===== src/design/i2cseq_pkg.sv =====
// Shared types, constants and codes for the I2C transaction sequencer.
`timescale 1ns / 1ps

package i2cseq_pkg;

    // Queue geometry
    localparam int QUEUE_DEPTH = 16;
    localparam int MAX_BYTES   = 16;
    localparam int QW          = $clog2(QUEUE_DEPTH);
    localparam int BW          = $clog2(MAX_BYTES);
    localparam int AW          = QW + BW;
    localparam int CW          = 5;

    // Input function codes
    localparam logic [1:0] FUNC_LOAD   = 2'd0;
    localparam logic [1:0] FUNC_COMMIT = 2'd1;
    localparam logic [1:0] FUNC_STEP   = 2'd2;

    // Engine command codes
    localparam logic [2:0] CMD_NONE  = 3'd0;
    localparam logic [2:0] CMD_START = 3'd1;
    localparam logic [2:0] CMD_SEND  = 3'd2;
    localparam logic [2:0] CMD_RECV  = 3'd3;
    localparam logic [2:0] CMD_ACK   = 3'd4;
    localparam logic [2:0] CMD_NACK  = 3'd5;
    localparam logic [2:0] CMD_STOP  = 3'd6;

    // Commit status codes
    localparam logic [1:0] ST_OK   = 2'd0;
    localparam logic [1:0] ST_FULL = 2'd1;
    localparam logic [1:0] ST_LONG = 2'd2;

    typedef struct packed {
        logic [1:0]    func;
        logic [7:0]    data_byte;
        logic [3:0]    byte_index;
        logic [6:0]    target_address;
        logic          read_flag;
        logic [CW-1:0] byte_count;
        logic          engine_done;
        logic          nack;
        logic [7:0]    rx_byte;
    } t_in;

    typedef struct packed {
        logic [2:0] command;
        logic [7:0] tx_byte;
        logic [1:0] status;
        logic       done_valid;
        logic [7:0] done_byte;
        logic       done_last;
        logic       failed;
    } t_out;

    // Transaction descriptor kept per queue slot
    typedef struct packed {
        logic [6:0]    addr;
        logic          rd;
        logic [CW-1:0] cnt;
    } t_desc;

    typedef struct packed {
        logic          bwe;
        logic [AW-1:0] bwaddr;
        logic [7:0]    bwdata;
        logic [AW-1:0] braddr;
        logic          dwe;
        logic [QW-1:0] dwaddr;
        t_desc         dwdata;
        logic [QW-1:0] draddr;
    } t_mem_req;

    typedef struct packed {
        logic [7:0] brdata;
        t_desc      drdata;
    } t_mem_rsp;

    typedef enum logic [3:0] {
        PH_IDLE       = 4'd0,
        PH_START      = 4'd1,
        PH_ADDR       = 4'd2,
        PH_ADDR_ACK   = 4'd3,
        PH_TX         = 4'd4,
        PH_RX         = 4'd5,
        PH_TX_ACK     = 4'd6,
        PH_RX_ACK     = 4'd7,
        PH_RX_ACKWAIT = 4'd8,
        PH_STOP       = 4'd9,
        PH_STOP_WAIT  = 4'd10,
        PH_RETRY      = 4'd11,
        PH_FAIL       = 4'd12
    } t_phase;

    typedef enum logic [1:0] {
        CT_IDLE   = 2'd0,
        CT_EXEC   = 2'd1,
        CT_STREAM = 2'd2
    } t_ctrl;

endpackage


===== src/design/i2cseq_store.sv =====
// Byte buffer memory and descriptor memory, both with registered read data.
`timescale 1ns / 1ps

module i2cseq_store import i2cseq_pkg::*; (
    input  logic     i_clk,
    input  t_mem_req i_req,
    output t_mem_rsp o_rsp
);

    logic [7:0] r_bytes [QUEUE_DEPTH*MAX_BYTES];
    t_desc      r_descs [QUEUE_DEPTH];
    logic [7:0] r_brdata;
    t_desc      r_drdata;

    // byte buffer: one write port, one read port
    always_ff @(posedge i_clk) begin
        if (i_req.bwe) begin
            r_bytes[i_req.bwaddr] <= i_req.bwdata;
        end
        r_brdata <= r_bytes[i_req.braddr];
    end

    // descriptor ring
    always_ff @(posedge i_clk) begin
        if (i_req.dwe) begin
            r_descs[i_req.dwaddr] <= i_req.dwdata;
        end
        r_drdata <= r_descs[i_req.draddr];
    end

    assign o_rsp.brdata = r_brdata;
    assign o_rsp.drdata = r_drdata;

endmodule


===== src/design/i2cseq_ctrl.sv =====
// Sequencer control: queue pointers, bus phase machine and result register.
`timescale 1ns / 1ps

module i2cseq_ctrl import i2cseq_pkg::*; (
    input  logic       i_clk,
    input  logic       i_rst_n,
    input  logic       i_valid,
    output logic       o_stall,
    input  t_in        i_word,
    output logic       o_valid,
    input  logic       i_stall,
    output t_out       o_word,
    input  logic [7:0] i_retry_limit,
    output t_mem_req   o_req,
    input  t_mem_rsp   i_rsp
);

    t_ctrl         r_ctrl,    n_ctrl;
    t_phase        r_phase,   n_phase;
    logic [7:0]    r_retry,   n_retry;
    logic [QW-1:0] r_head,    n_head;
    logic [QW-1:0] r_tail,    n_tail;
    logic          r_eflag,   n_eflag;
    logic [CW-1:0] r_pos,     n_pos;
    t_in           r_in,      n_in;
    logic [BW-1:0] r_k,       n_k;
    logic [CW-1:0] r_n,       n_n;
    logic          r_rd_ok,   n_rd_ok;
    t_out          r_out,     n_out;
    logic          r_out_valid, n_out_valid;

    logic          w_ef;
    logic          w_out_free;
    logic          w_full;
    logic          w_long;
    logic [QW-1:0] w_queued;

    // shared conditions
    assign w_ef       = r_eflag | r_in.engine_done;
    assign w_out_free = !r_out_valid || !i_stall;
    assign w_queued   = r_tail - r_head;
    assign w_full     = (w_queued >= QW'(QUEUE_DEPTH - 1));
    assign w_long     = (r_in.byte_count > CW'(MAX_BYTES));

    // next state
    always_comb begin : next_state
        logic          emit;
        logic          last;
        t_out          res;
        logic [CW-1:0] pos_inc;
        logic [CW-1:0] n_bytes;
        t_desc         d;

        n_ctrl      = r_ctrl;
        n_phase     = r_phase;
        n_retry     = r_retry;
        n_head      = r_head;
        n_tail      = r_tail;
        n_eflag     = r_eflag;
        n_pos       = r_pos;
        n_in        = r_in;
        n_k         = r_k;
        n_n         = r_n;
        n_rd_ok     = r_rd_ok;
        n_out       = r_out;
        n_out_valid = r_out_valid && i_stall;

        emit    = 1'b0;
        last    = 1'b0;
        res     = '0;
        d       = i_rsp.drdata;
        pos_inc = r_pos + CW'(1);
        n_bytes = (d.cnt > CW'(MAX_BYTES)) ? CW'(MAX_BYTES) : d.cnt;

        case (r_ctrl)
            CT_IDLE: begin
                if (i_valid) begin
                    n_in   = i_word;
                    n_ctrl = CT_EXEC;
                end
            end

            CT_EXEC: begin
                n_ctrl = CT_IDLE;
                case (r_in.func)
                    FUNC_COMMIT: begin
                        emit = 1'b1;
                        if (w_full) begin
                            res.status = ST_FULL;
                        end else if (w_long) begin
                            res.status = ST_LONG;
                        end else begin
                            res.status = ST_OK;
                            n_tail     = r_tail + QW'(1);
                        end
                    end

                    FUNC_STEP: begin
                        n_eflag = w_ef;
                        case (r_phase)
                            PH_START: begin
                                emit        = 1'b1;
                                res.command = CMD_START;
                                n_phase     = PH_ADDR;
                            end
                            PH_ADDR: begin
                                if (w_ef) begin
                                    n_eflag     = 1'b0;
                                    emit        = 1'b1;
                                    res.command = CMD_SEND;
                                    res.tx_byte = {d.addr, d.rd};
                                    n_phase     = PH_ADDR_ACK;
                                end
                            end
                            PH_ADDR_ACK, PH_TX_ACK: begin
                                if (w_ef) begin
                                    n_eflag = 1'b0;
                                    if (r_in.nack) begin
                                        if (r_retry >= i_retry_limit) begin
                                            n_retry = '0;
                                            n_phase = PH_FAIL;
                                        end else begin
                                            n_retry = r_retry + 8'd1;
                                            n_phase = PH_RETRY;
                                        end
                                    end else begin
                                        n_retry = '0;
                                        if (r_phase == PH_TX_ACK) begin
                                            n_pos   = pos_inc;
                                            n_phase = (pos_inc >= d.cnt) ? PH_STOP : PH_TX;
                                        end else if (d.rd) begin
                                            emit        = 1'b1;
                                            res.command = CMD_RECV;
                                            n_phase     = PH_RX;
                                        end else begin
                                            n_phase = PH_TX;
                                        end
                                    end
                                end
                            end
                            PH_RX: begin
                                // received byte is written by the memory request
                                if (w_ef) begin
                                    n_eflag = 1'b0;
                                    n_phase = PH_RX_ACK;
                                end
                            end
                            PH_RX_ACK: begin
                                emit        = 1'b1;
                                res.command = (pos_inc >= d.cnt) ? CMD_NACK : CMD_ACK;
                                n_pos       = pos_inc;
                                n_phase     = PH_RX_ACKWAIT;
                            end
                            PH_RX_ACKWAIT: begin
                                if (w_ef) begin
                                    n_eflag = 1'b0;
                                    if (r_pos >= d.cnt) begin
                                        n_phase = PH_STOP;
                                    end else begin
                                        emit        = 1'b1;
                                        res.command = CMD_RECV;
                                        n_phase     = PH_RX;
                                    end
                                end
                            end
                            PH_TX: begin
                                emit        = 1'b1;
                                res.command = CMD_SEND;
                                res.tx_byte = (r_pos < CW'(MAX_BYTES)) ? i_rsp.brdata : 8'd0;
                                n_phase     = PH_TX_ACK;
                            end
                            PH_STOP: begin
                                if (n_bytes == '0) begin
                                    emit          = 1'b1;
                                    res.command   = CMD_STOP;
                                    res.done_last = 1'b1;
                                    n_head        = r_head + QW'(1);
                                    n_pos         = '0;
                                    n_phase       = PH_STOP_WAIT;
                                end else begin
                                    // completion bytes go out one by one
                                    n_n     = n_bytes;
                                    n_k     = '0;
                                    n_rd_ok = 1'b0;
                                    n_ctrl  = CT_STREAM;
                                end
                            end
                            PH_STOP_WAIT: begin
                                if (w_ef) begin
                                    n_eflag = 1'b0;
                                    n_phase = PH_IDLE;
                                end
                            end
                            PH_RETRY: begin
                                n_phase = PH_START;
                            end
                            PH_FAIL: begin
                                emit          = 1'b1;
                                res.done_last = 1'b1;
                                res.failed    = 1'b1;
                                n_head        = r_head + QW'(1);
                                n_pos         = '0;
                                n_retry       = '0;
                                n_phase       = PH_IDLE;
                            end
                            default: begin
                                n_phase = (w_queued != '0) ? PH_START : PH_IDLE;
                            end
                        endcase
                    end

                    default: begin
                        // loads are written by the memory request; code 3 is a no-op
                    end
                endcase

                // result register busy: hold everything and retry next cycle
                if (emit) begin
                    if (w_out_free) begin
                        n_out       = res;
                        n_out_valid = 1'b1;
                    end else begin
                        n_ctrl  = CT_EXEC;
                        n_phase = r_phase;
                        n_retry = r_retry;
                        n_head  = r_head;
                        n_tail  = r_tail;
                        n_eflag = r_eflag;
                        n_pos   = r_pos;
                    end
                end
            end

            CT_STREAM: begin
                if (!r_rd_ok) begin
                    n_rd_ok = 1'b1;
                end else if (w_out_free) begin
                    last           = ((CW'(r_k) + CW'(1)) == r_n);
                    res.command    = (r_k == '0) ? CMD_STOP : CMD_NONE;
                    res.done_valid = 1'b1;
                    res.done_byte  = i_rsp.brdata;
                    res.done_last  = last;
                    n_out          = res;
                    n_out_valid    = 1'b1;
                    n_k            = r_k + BW'(1);
                    n_rd_ok        = 1'b0;
                    if (last) begin
                        n_head  = r_head + QW'(1);
                        n_pos   = '0;
                        n_phase = PH_STOP_WAIT;
                        n_ctrl  = CT_IDLE;
                    end
                end
            end

            default: begin
                n_ctrl = CT_IDLE;
            end
        endcase
    end

    // outputs and memory requests
    always_comb begin : outputs
        o_stall = (r_ctrl != CT_IDLE);
        o_valid = r_out_valid;
        o_word  = r_out;

        o_req        = '0;
        o_req.draddr = r_head;
        o_req.braddr = (r_ctrl == CT_STREAM) ? {r_head, r_k} : {r_head, r_pos[BW-1:0]};

        if (r_ctrl == CT_EXEC) begin
            if (r_in.func == FUNC_LOAD && {1'b0, r_in.byte_index} < 5'(MAX_BYTES)) begin
                o_req.bwe    = 1'b1;
                o_req.bwaddr = {r_tail, r_in.byte_index[BW-1:0]};
                o_req.bwdata = r_in.data_byte;
            end else if (r_in.func == FUNC_STEP && r_phase == PH_RX && w_ef
                         && r_pos < CW'(MAX_BYTES)) begin
                o_req.bwe    = 1'b1;
                o_req.bwaddr = {r_head, r_pos[BW-1:0]};
                o_req.bwdata = r_in.rx_byte;
            end

            if (r_in.func == FUNC_COMMIT && !w_full && !w_long && w_out_free) begin
                o_req.dwe         = 1'b1;
                o_req.dwaddr      = r_tail;
                o_req.dwdata.addr = r_in.target_address;
                o_req.dwdata.rd   = r_in.read_flag;
                o_req.dwdata.cnt  = r_in.byte_count;
            end
        end
    end

    // control registers
    always_ff @(posedge i_clk) begin
        if (!i_rst_n) begin
            r_ctrl      <= CT_IDLE;
            r_phase     <= PH_IDLE;
            r_retry     <= '0;
            r_head      <= '0;
            r_tail      <= '0;
            r_eflag     <= 1'b0;
            r_pos       <= '0;
            r_rd_ok     <= 1'b0;
            r_out_valid <= 1'b0;
        end else begin
            r_ctrl      <= n_ctrl;
            r_phase     <= n_phase;
            r_retry     <= n_retry;
            r_head      <= n_head;
            r_tail      <= n_tail;
            r_eflag     <= n_eflag;
            r_pos       <= n_pos;
            r_rd_ok     <= n_rd_ok;
            r_out_valid <= n_out_valid;
        end
    end

    // payload registers
    always_ff @(posedge i_clk) begin
        r_in  <= n_in;
        r_k   <= n_k;
        r_n   <= n_n;
        r_out <= n_out;
    end

endmodule


===== src/design/i2c_master_transaction_sequencer.sv =====
// Top level: APB register for the retry limit, control and storage.
// A word is accepted while the control is idle and worked in the next cycle; its result,
// if any, is written to the result register and from there shows on o_valid.
// A new word is taken only while idle (o_stall low); a result that finds the result register
// busy holds the block until it drains, and a completion run reads the buffer once per stored byte.
// Reset (i_rst_n low, synchronous): queue empty, phase idle, retry limit 16;
// buffer and descriptor memories keep their contents and are not cleared.
`timescale 1ns / 1ps

module i2c_master_transaction_sequencer import i2cseq_pkg::*; (
    input  logic        i_clk,
    input  logic        i_rst_n,
    input  logic        i_valid,
    output logic        o_stall,
    input  t_in         i_word,
    output logic        o_valid,
    input  logic        i_stall,
    output t_out        o_word,
    input  logic        psel,
    input  logic        penable,
    input  logic        pwrite,
    input  logic [2:0]  paddr,
    input  logic [31:0] pwdata,
    output logic [31:0] prdata,
    output logic        pready
);

    localparam logic       REG_RETRY_LIMIT   = 1'b0;
    localparam logic [7:0] RETRY_LIMIT_RESET = 8'd16;

    logic [7:0] r_retry_limit;
    t_mem_req   w_req;
    t_mem_rsp   w_rsp;

    // register port
    assign pready = 1'b1;
    assign prdata = (paddr[2] == REG_RETRY_LIMIT) ? {24'd0, r_retry_limit} : 32'd0;

    always_ff @(posedge i_clk) begin
        if (!i_rst_n) begin
            r_retry_limit <= RETRY_LIMIT_RESET;
        end else if (psel && penable && pwrite && pready && paddr[2] == REG_RETRY_LIMIT) begin
            r_retry_limit <= pwdata[7:0];
        end
    end

    i2cseq_ctrl u_ctrl (
        .i_clk         (i_clk),
        .i_rst_n       (i_rst_n),
        .i_valid       (i_valid),
        .o_stall       (o_stall),
        .i_word        (i_word),
        .o_valid       (o_valid),
        .i_stall       (i_stall),
        .o_word        (o_word),
        .i_retry_limit (r_retry_limit),
        .o_req         (w_req),
        .i_rsp         (w_rsp)
    );

    i2cseq_store u_store (
        .i_clk (i_clk),
        .i_req (w_req),
        .o_rsp (w_rsp)
    );

endmodule


===== config.mk =====
export PLATFORM = sky130hd
export DESIGN_NAME = i2c_master_transaction_sequencer
export DESIGN_NICKNAME = d
export VERILOG_FILES = /design/src/design/i2cseq_pkg.sv /design/src/design/i2cseq_store.sv /design/src/design/i2cseq_ctrl.sv /design/src/design/i2c_master_transaction_sequencer.sv
export SDC_FILE = /design/constraint.sdc
export NUM_CORES = 2
export LEC_CHECK = 0
export BUFFER_PORTS_ARGS = -buffer_cell sky130_fd_sc_hd__clkbuf_2
export CELL_PAD_IN_SITES_DETAIL_PLACEMENT = 0
export CELL_PAD_IN_SITES_GLOBAL_PLACEMENT = 1
export CORE_MARGIN = 8
export CORE_UTILIZATION = 45
export DETAILED_ROUTE_END_ITERATION = 12
export PLACE_DENSITY_LB_ADDON = 0.1
export REMOVE_ABC_BUFFERS = 1
export SYNTH_ARGS = -nofsm -noshare
export SYNTH_HDL_FRONTEND = slang
export SYNTH_SLANG_ARGS = --single-unit

===== constraint.sdc =====
create_clock -name i_clk -period 9.05 [get_ports i_clk]
set_clock_uncertainty 0.15 [all_clocks]
set_input_delay 0.4525 -clock i_clk [delete_from_list [all_inputs] [get_ports i_clk]]
set_output_delay 0.4525 -clock i_clk [all_outputs]
set_load 0.05 [all_outputs]

# Yosys cells after proc, flatten, opt, wreduce, memory -nomap -nowiden
# Memories as Yosys holds them, arrays and structs flattened. A register that Yosys moved wholly into a read port is not among the register bits.
# Index checks and enable logic that the tools add are counted.
# op_classes
n_addsub	7
order_cmp	7
eq_ne	28
mux	132
n_bitwise	3
n_reduce_logical	33
# op_table
op	count
2-to-1 mux 4 bit	34
2-to-1 mux 24 bit	4
2-to-1 mux 8 bit	8
2-to-1 mux 5 bit	11
2-to-1 mux 17 bit	3
case mux 24 bit (2 select lines)	1
case mux 4 bit (11 select lines)	1
2-to-1 mux 18 bit	2
case mux 4 bit (2 select lines)	4
case mux 8 bit (2 select lines)	2
2-to-1 mux 2 bit	15
2-to-1 mux 1 bit	29
2-to-1 mux 3 bit	7
case mux 3 bit (7 select lines)	1
== test 4 bit, second input constant	5
case mux 5 bit (4 select lines)	1
== test 4 x 3 -> 1 bit, second input constant	4
adder 4 x 1 -> 4 bit, second input constant	3
!= test 2 x 1 -> 1 bit, second input constant	6
AND reduction 4 bit	3
2-to-1 mux 11 bit	1
greater-or-equal comparator 5 bit	2
greater-than comparator 5 bit, second input constant	2
logical AND 1 bit	10
other kinds (34)	51
# word_totals
ff_bits	108
ramBits	2256
input_bits	79
output_inout_bits	59
wordCells	240
n_memories	2
# mem_list
memory	words	width	rd	rd_ports_with_merged_regs	write_ports	line_no	rtl
u_store.r_bytes	256	8	1	1	1	i2cseq_store.sv:10	logic [7:0] r_bytes [QUEUE_DEPTH*MAX_BYTES];
u_store.r_descs	16	13	1	1	1	i2cseq_store.sv:11	t_desc r_descs [QUEUE_DEPTH];

# Logic depth before layout (Yosys ltp)
# depth
word_depth	11
ltp_mapped	16
ltp_nobuf	11

# Cells and area by module
# Synthesis repeated with hierarchy kept, for this count alone.
# hier_totals
hier_cells	4769
hier_area_um2	94624.5
# modules_own_cells
mod	n_inst	cells_each	area_each_um2
i2cseq_store	1	4114	88137.0
i2cseq_ctrl	1	585	5891.9
i2c_master_transaction_sequencer	1	70	595.6

# Worst setup path after synthesis
# No wires, ideal clock.
# synth_timing
kind	register to register
startpoint	reg u_ctrl.r_in[35] in the netlist's numbering
endpoint	mem u_store.r_bytes[0][0] (data pin)
setup_ns	1.390
arrival_time_ns	7.492
required_time_ns	7.510
setup_slack_ns	0.017
path_stages_with_launch	7
path_buffers	2
period_less_slack_ns	9.033
cell_sequence	edfxtp_1 > inv_1 > ha_1 > buf_1 > buf_1 > mux2i_1 > nor2_1
# synth_lines
item	line_no	rtl
from (decl)	i2cseq_ctrl.sv:25	t_in r_in, n_in;
from (signal assigned)	i2cseq_ctrl.sv:321	r_in <= n_in;
to (decl)	i2cseq_store.sv:10	

# Final worst setup path
# layout_timing
startpoint	reg u_ctrl.r_ctrl[0]
endpoint	reg u_store.r_brdata[5], read port of u_store.r_bytes
# layout_via
elab_chain_len	2
# layout_rtl
item	line_no	rtl
from (decl)	i2cseq_ctrl.sv:18	t_ctrl r_ctrl, n_ctrl;
from (signal assigned)	i2cseq_ctrl.sv:307	r_ctrl <= n_ctrl;
== test 2 bit	i2cseq_ctrl.sv:270	o_req.braddr = (r_ctrl == CT_STREAM) ? {r_head, r_k} : {r_head, r_pos[BW-1:0]};
2-to-1 mux 4 bit	i2cseq_ctrl.sv:270	
to (decl)	i2cseq_store.sv:12	logic [7:0] r_brdata;
# Every way passes these cells.
# A chain may end at the register's enable or synchronous reset.

==> qor_table.md <==
| Result | Value | Unit |
|---|---|---|
| # port buffers | 86 | - |
| Largest net degree at the start of global routing | 197 | - |
| Crit-path max FO | 80 | - |
| F_max | 175 | MHz |
| Fin. max-slew vios | 0 | - |
| Sum of negative setup slack | 0 | ns |
| Syn Std Cell Area | 96,300 | um2 |
| Die Area | 229,000 | um2 |
| Clock H-tree levels | 5 | - |
| Antenna viol nets, final | 0 | - |
| R2r startpoint | u_ctrl.r_ctrl[0]$_SDFFE_PN0P_ | - |
| Average cell area after synthesis | 14.0 | um2 |
| Critical Path Sink Type | register | - |
| Worst min-delay path startpoint | i_word[11] | - |
| Clock latency reported for the late side of the worst-skew pair | 0.94 | ns |
| Flip-flop cell with the highest count after synthesis | edfxtp_1 | - |
| Sequential standard cell area | 71,000 | um2 |
| Count of state elements after synthesis | 2,385 | - |
| Layout overhead on the synthesized area | 12.6 | % |
| Detailed Route WL | 292 | mm |
| Count of instances resized after the clock tree is built | 0 | - |
| End of the worst register-to-register path | u_store.r_brdata[5]$_DFF_P_ | - |
| Relative slew slack | 0.144 | - |
| Worst Max-Slew Pin Slew | 1.27 | ns |
| Total number of vias | 58,741 | - |
| Cell area power density | 208 | nW/um2 |
| Chip width | 479 | um |
| Cells on worst reg2reg path | 11 | - |
| Maximum vdd ir drop | 230 | uV |
| Num ports | 138 | - |
| Class of the most critical hold timing path | in -> reg | - |
| Cell area after placement | 99,700 | um2 |
| Clk buf depth | 4 | - |
| Final routed DRC violation total | 0 | - |
| Final global-route overflow total | 0 | - |
| Wire length of the first global-routing pass | 417 | mm |
| Total core area | 212,000 | um2 |
| Mean routed wirelength per cell | 29.2 | um |
| Hold WS | 0.0896 | ns |
| Buffers inserted during post-CTS setup optimization | 0 | - |
| Hold Path End | u_ctrl.r_in[11]$_DFFE_PP_ | - |
| Async set-reset flop share out of synthesis | 0 | - |
| Critical path class | reg -> reg | - |
| Post-route fraction of the period consumed by the critical path | 0.632 | - |
| Number of buffers created by CTS | 276 | - |
| Layout Cells excl Fill | 10,004 | - |
| Minimum period implied by the final worst setup slack | 5.72 | ns |
| Clock Sink Count | 2,385 | - |
| 1st-pass router iterations | 5 | - |
| Cell variety after synth | 84 | - |
| Via count of the first global-routing pass | 56,738 | - |
| Chip height | 479 | um |
| Proportion of layout cells with a drive suffix above 1 | 0.101 | - |
| Footprint of the multi-input gates | 23,100 | um2 |
| Required time reported for the critical path endpoint | 9.70 | ns |
| Portion of the post-synthesis area used by sequential elements | 0.738 | - |
| Sort of element at the start of the critical path | register | - |
| Number of vias per cell after detailed routing | 5.87 | - |
| Layout fillers | 18,061 | - |
| Endpoint arrival time on the critical path | 6.36 | ns |
| Number of endpoints with negative hold slack in the final report | 0 | - |
| CTS tree | yes | - |
| Instance count along the most critical hold path | 2 | - |
| Routability-driven placement congestion ratio | 0.827 | - |
| Number of instances in the synthesized netlist | 6,861 | - |
| Final Net Count | 7,105 | - |
| Clock root buffer master | clkbuf_16 | - |
| Number of enable-type register cells in the synthesized netlist | 2,326 | - |
| Placed Cells | 9,471 | - |
| Number of max-cap violations | 0 | - |
| Leak pwr | 38.2 | nW |
| Core Rows | 169 | - |
| Outcome | finished clean | - |
| Final instance area | 108,000 | um2 |
| Unrepaired setup endpoints after global routing | false | - |
| Initial standard-cell utilization of the core | 0.453 | - |
| Antenna violations before repair | 13 | - |
| Count of warnings emitted by yosys | 0 | - |
| Clock-pin slew of the registers on the worst-case setup and hold paths | 0.06 | ns |
| GRT Util Overall | 0.249 | - |
| Worst reg-to-reg setup slack | 3.33 | ns |
| Iteration-0 DRC count of the detailed router | 6,220 | - |
| Detailed placer's ending HPWL | 167 | mm |
| Final setup violation count | 0 | - |
-- per-layer routing --
layer  vias up  part of all wire  track usage
met5         -          0.000048            0
met4         2             0.028       0.0726
met3       400             0.075       0.0476
met2      2235              0.47        0.400
met1     30069              0.42        0.347
li1      26035                 -            -
-- cells in the mapped netlist, types with 68 or more instances --
master	count	share of area
clkbuf_1	138	0.0054
a21oi_1	152	0.0079
a31oi_1	147	0.0096
mux4_2	78	0.018
o221ai_1	88	0.0080
o21ai_0	76	0.0040
nand3_1	615	0.032
nor3_1	69	0.0036
edfxtp_1	2326	0.73
buf_2	190	0.0099
nor2_1	340	0.013
mux2i_1	321	0.033
buf_4	68	0.0053
nand2_1	1504	0.059
-- per-stage QoR --
step / setup slack (ns) / power, mW / utilization
finish: 3.33 / 22.5 / 0.510
detailed placement: 3.48 / 12.5 / 0.469
floorplan: -35.28 / 12.4 / -
global placement: 3.48 / 12.5 / 0.469
CTS: 3.43 / 22.7 / 0.510
global route: 3.18 / 23.1 / 0.510
-- cell families (layout without fill, tap and decap cells) --
kind of cell / Yosys count / count (layout) / share of synthesized area
DFF: 2385 / 2385 / 0.738
and+or+nand+nor: 2762 / 2762 / 0.124
other: 2 / 30 / 0.0000780
buffers and inverters: 510 / 804 / 0.0264
adders and majority gates: 34 / 34 / 0.00450
AOI/OAI and AO/OA: 742 / 742 / 0.0530
muxes: 409 / 409 / 0.0530
xor gates and xnor gates: 17 / 17 / 0.00155
-- critical path, stage by stage, from the launching register on --
cell and delay [ns]:
dfxtp_1 0.32, inv_1 0.09, ha_2 0.64, buf_4 0.54, mux2_8 0.79, buf_4 0.73, nand3_1 0.15, a21oi_1 0.30
o211ai_1 0.27, nor4_1 0.96, a31oi_1 0.22, mux2_2 0.33
-- layout make-up --
class / count / share of cell area
Antenna cell: 5 / 0.000115
Inverter: 39 / 0.00135
Tap cell: 2821 / 0.0326
Sequential cell: 2385 / 0.655
Clock buffer: 376 / 0.0690
Clock inverter: 88 / 0.00533
Multi-Input combinational cell: 3989 / 0.213
Timing Repair Buffer: 301 / 0.0229
-- worst max path at each step --
stage | endpoint | startpoint
after floorplan | u_store.r_brdata[1]$_DFF_P_ | u_ctrl.r_ctrl[0]$_SDFFE_PN0P_
after CTS | u_store.r_brdata[5]$_DFF_P_ | u_ctrl.r_ctrl[0]$_SDFFE_PN0P_
final | u_store.r_brdata[5]$_DFF_P_ | u_ctrl.r_ctrl[0]$_SDFFE_PN0P_
after global placement | u_store.r_brdata[5]$_DFF_P_ | u_ctrl.r_ctrl[0]$_SDFFE_PN0P_
after detailed placement | u_store.r_brdata[5]$_DFF_P_ | u_ctrl.r_ctrl[0]$_SDFFE_PN0P_
after global routing | u_store.r_brdata[5]$_DFF_P_ | u_ctrl.r_ctrl[0]$_SDFFE_PN0P_
-- power breakdown --
group / leakage [nW] / switching [mW] / internal, mW
Clock: 3.91 / 4.28 / 5.93
Combinational: 11.0 / 0.215 / 0.0542
Sequential: 23.2 / 0.0148 / 12.1
-- state kept, by name, summed over array words and instances (netlist names), 5 cells and up --
name              count
u_store.r_descs     208
u_store.r_brdata      8
u_store.o_rsp        13
u_ctrl.r_n            5
u_ctrl.r_retry        8
u_ctrl.o_word        24
u_store.r_bytes    2048
u_ctrl.r_pos          5
r_retry_limit         8
u_ctrl.r_in          37
-- layout by cell type (no fill, tap or decap), types with 25 or more instances in the layout --
| master | Yosys | final |
|---|---|---|
| a211oi_1 | 31 | 31 |
| a21oi_1 | 152 | 152 |
| a221oi_1 | 28 | 27 |
| a311oi_1 | 42 | 42 |
| a31oi_1 | 147 | 147 |
| and2_1 | 28 | 28 |
| and3_1 | 45 | 45 |
| buf_4 | 68 | 129 |
| clkbuf_1 | 138 | 89 |
| clkbuf_16 | 0 | 284 |
| clkbuf_2 | 0 | 86 |
| clkinv_1 | 3 | 46 |
| clkinv_2 | 0 | 25 |
| conb_1 | 2 | 25 |
| dfxtp_1 | 59 | 55 |
| dlygate4sd3_1 | 0 | 64 |
| edfxtp_1 | 2326 | 2326 |
| ha_1 | 33 | 32 |
| inv_1 | 36 | 35 |
| mux2i_1 | 321 | 319 |
| mux4_2 | 78 | 78 |
| nand2_1 | 1504 | 1488 |
| nand3_1 | 615 | 615 |
| nand4_1 | 38 | 38 |
| nor2_1 | 340 | 331 |
| nor3_1 | 69 | 62 |
| o21ai_0 | 76 | 75 |
| o221ai_1 | 88 | 88 |
-- repair_timing --
item | CTS | global route
hold buffers | 64 | 0
endpoints found under the hold margin | 94 | 0
endpoints found under the setup margin | 0 | 0
(Power assumes the default switching activity.)
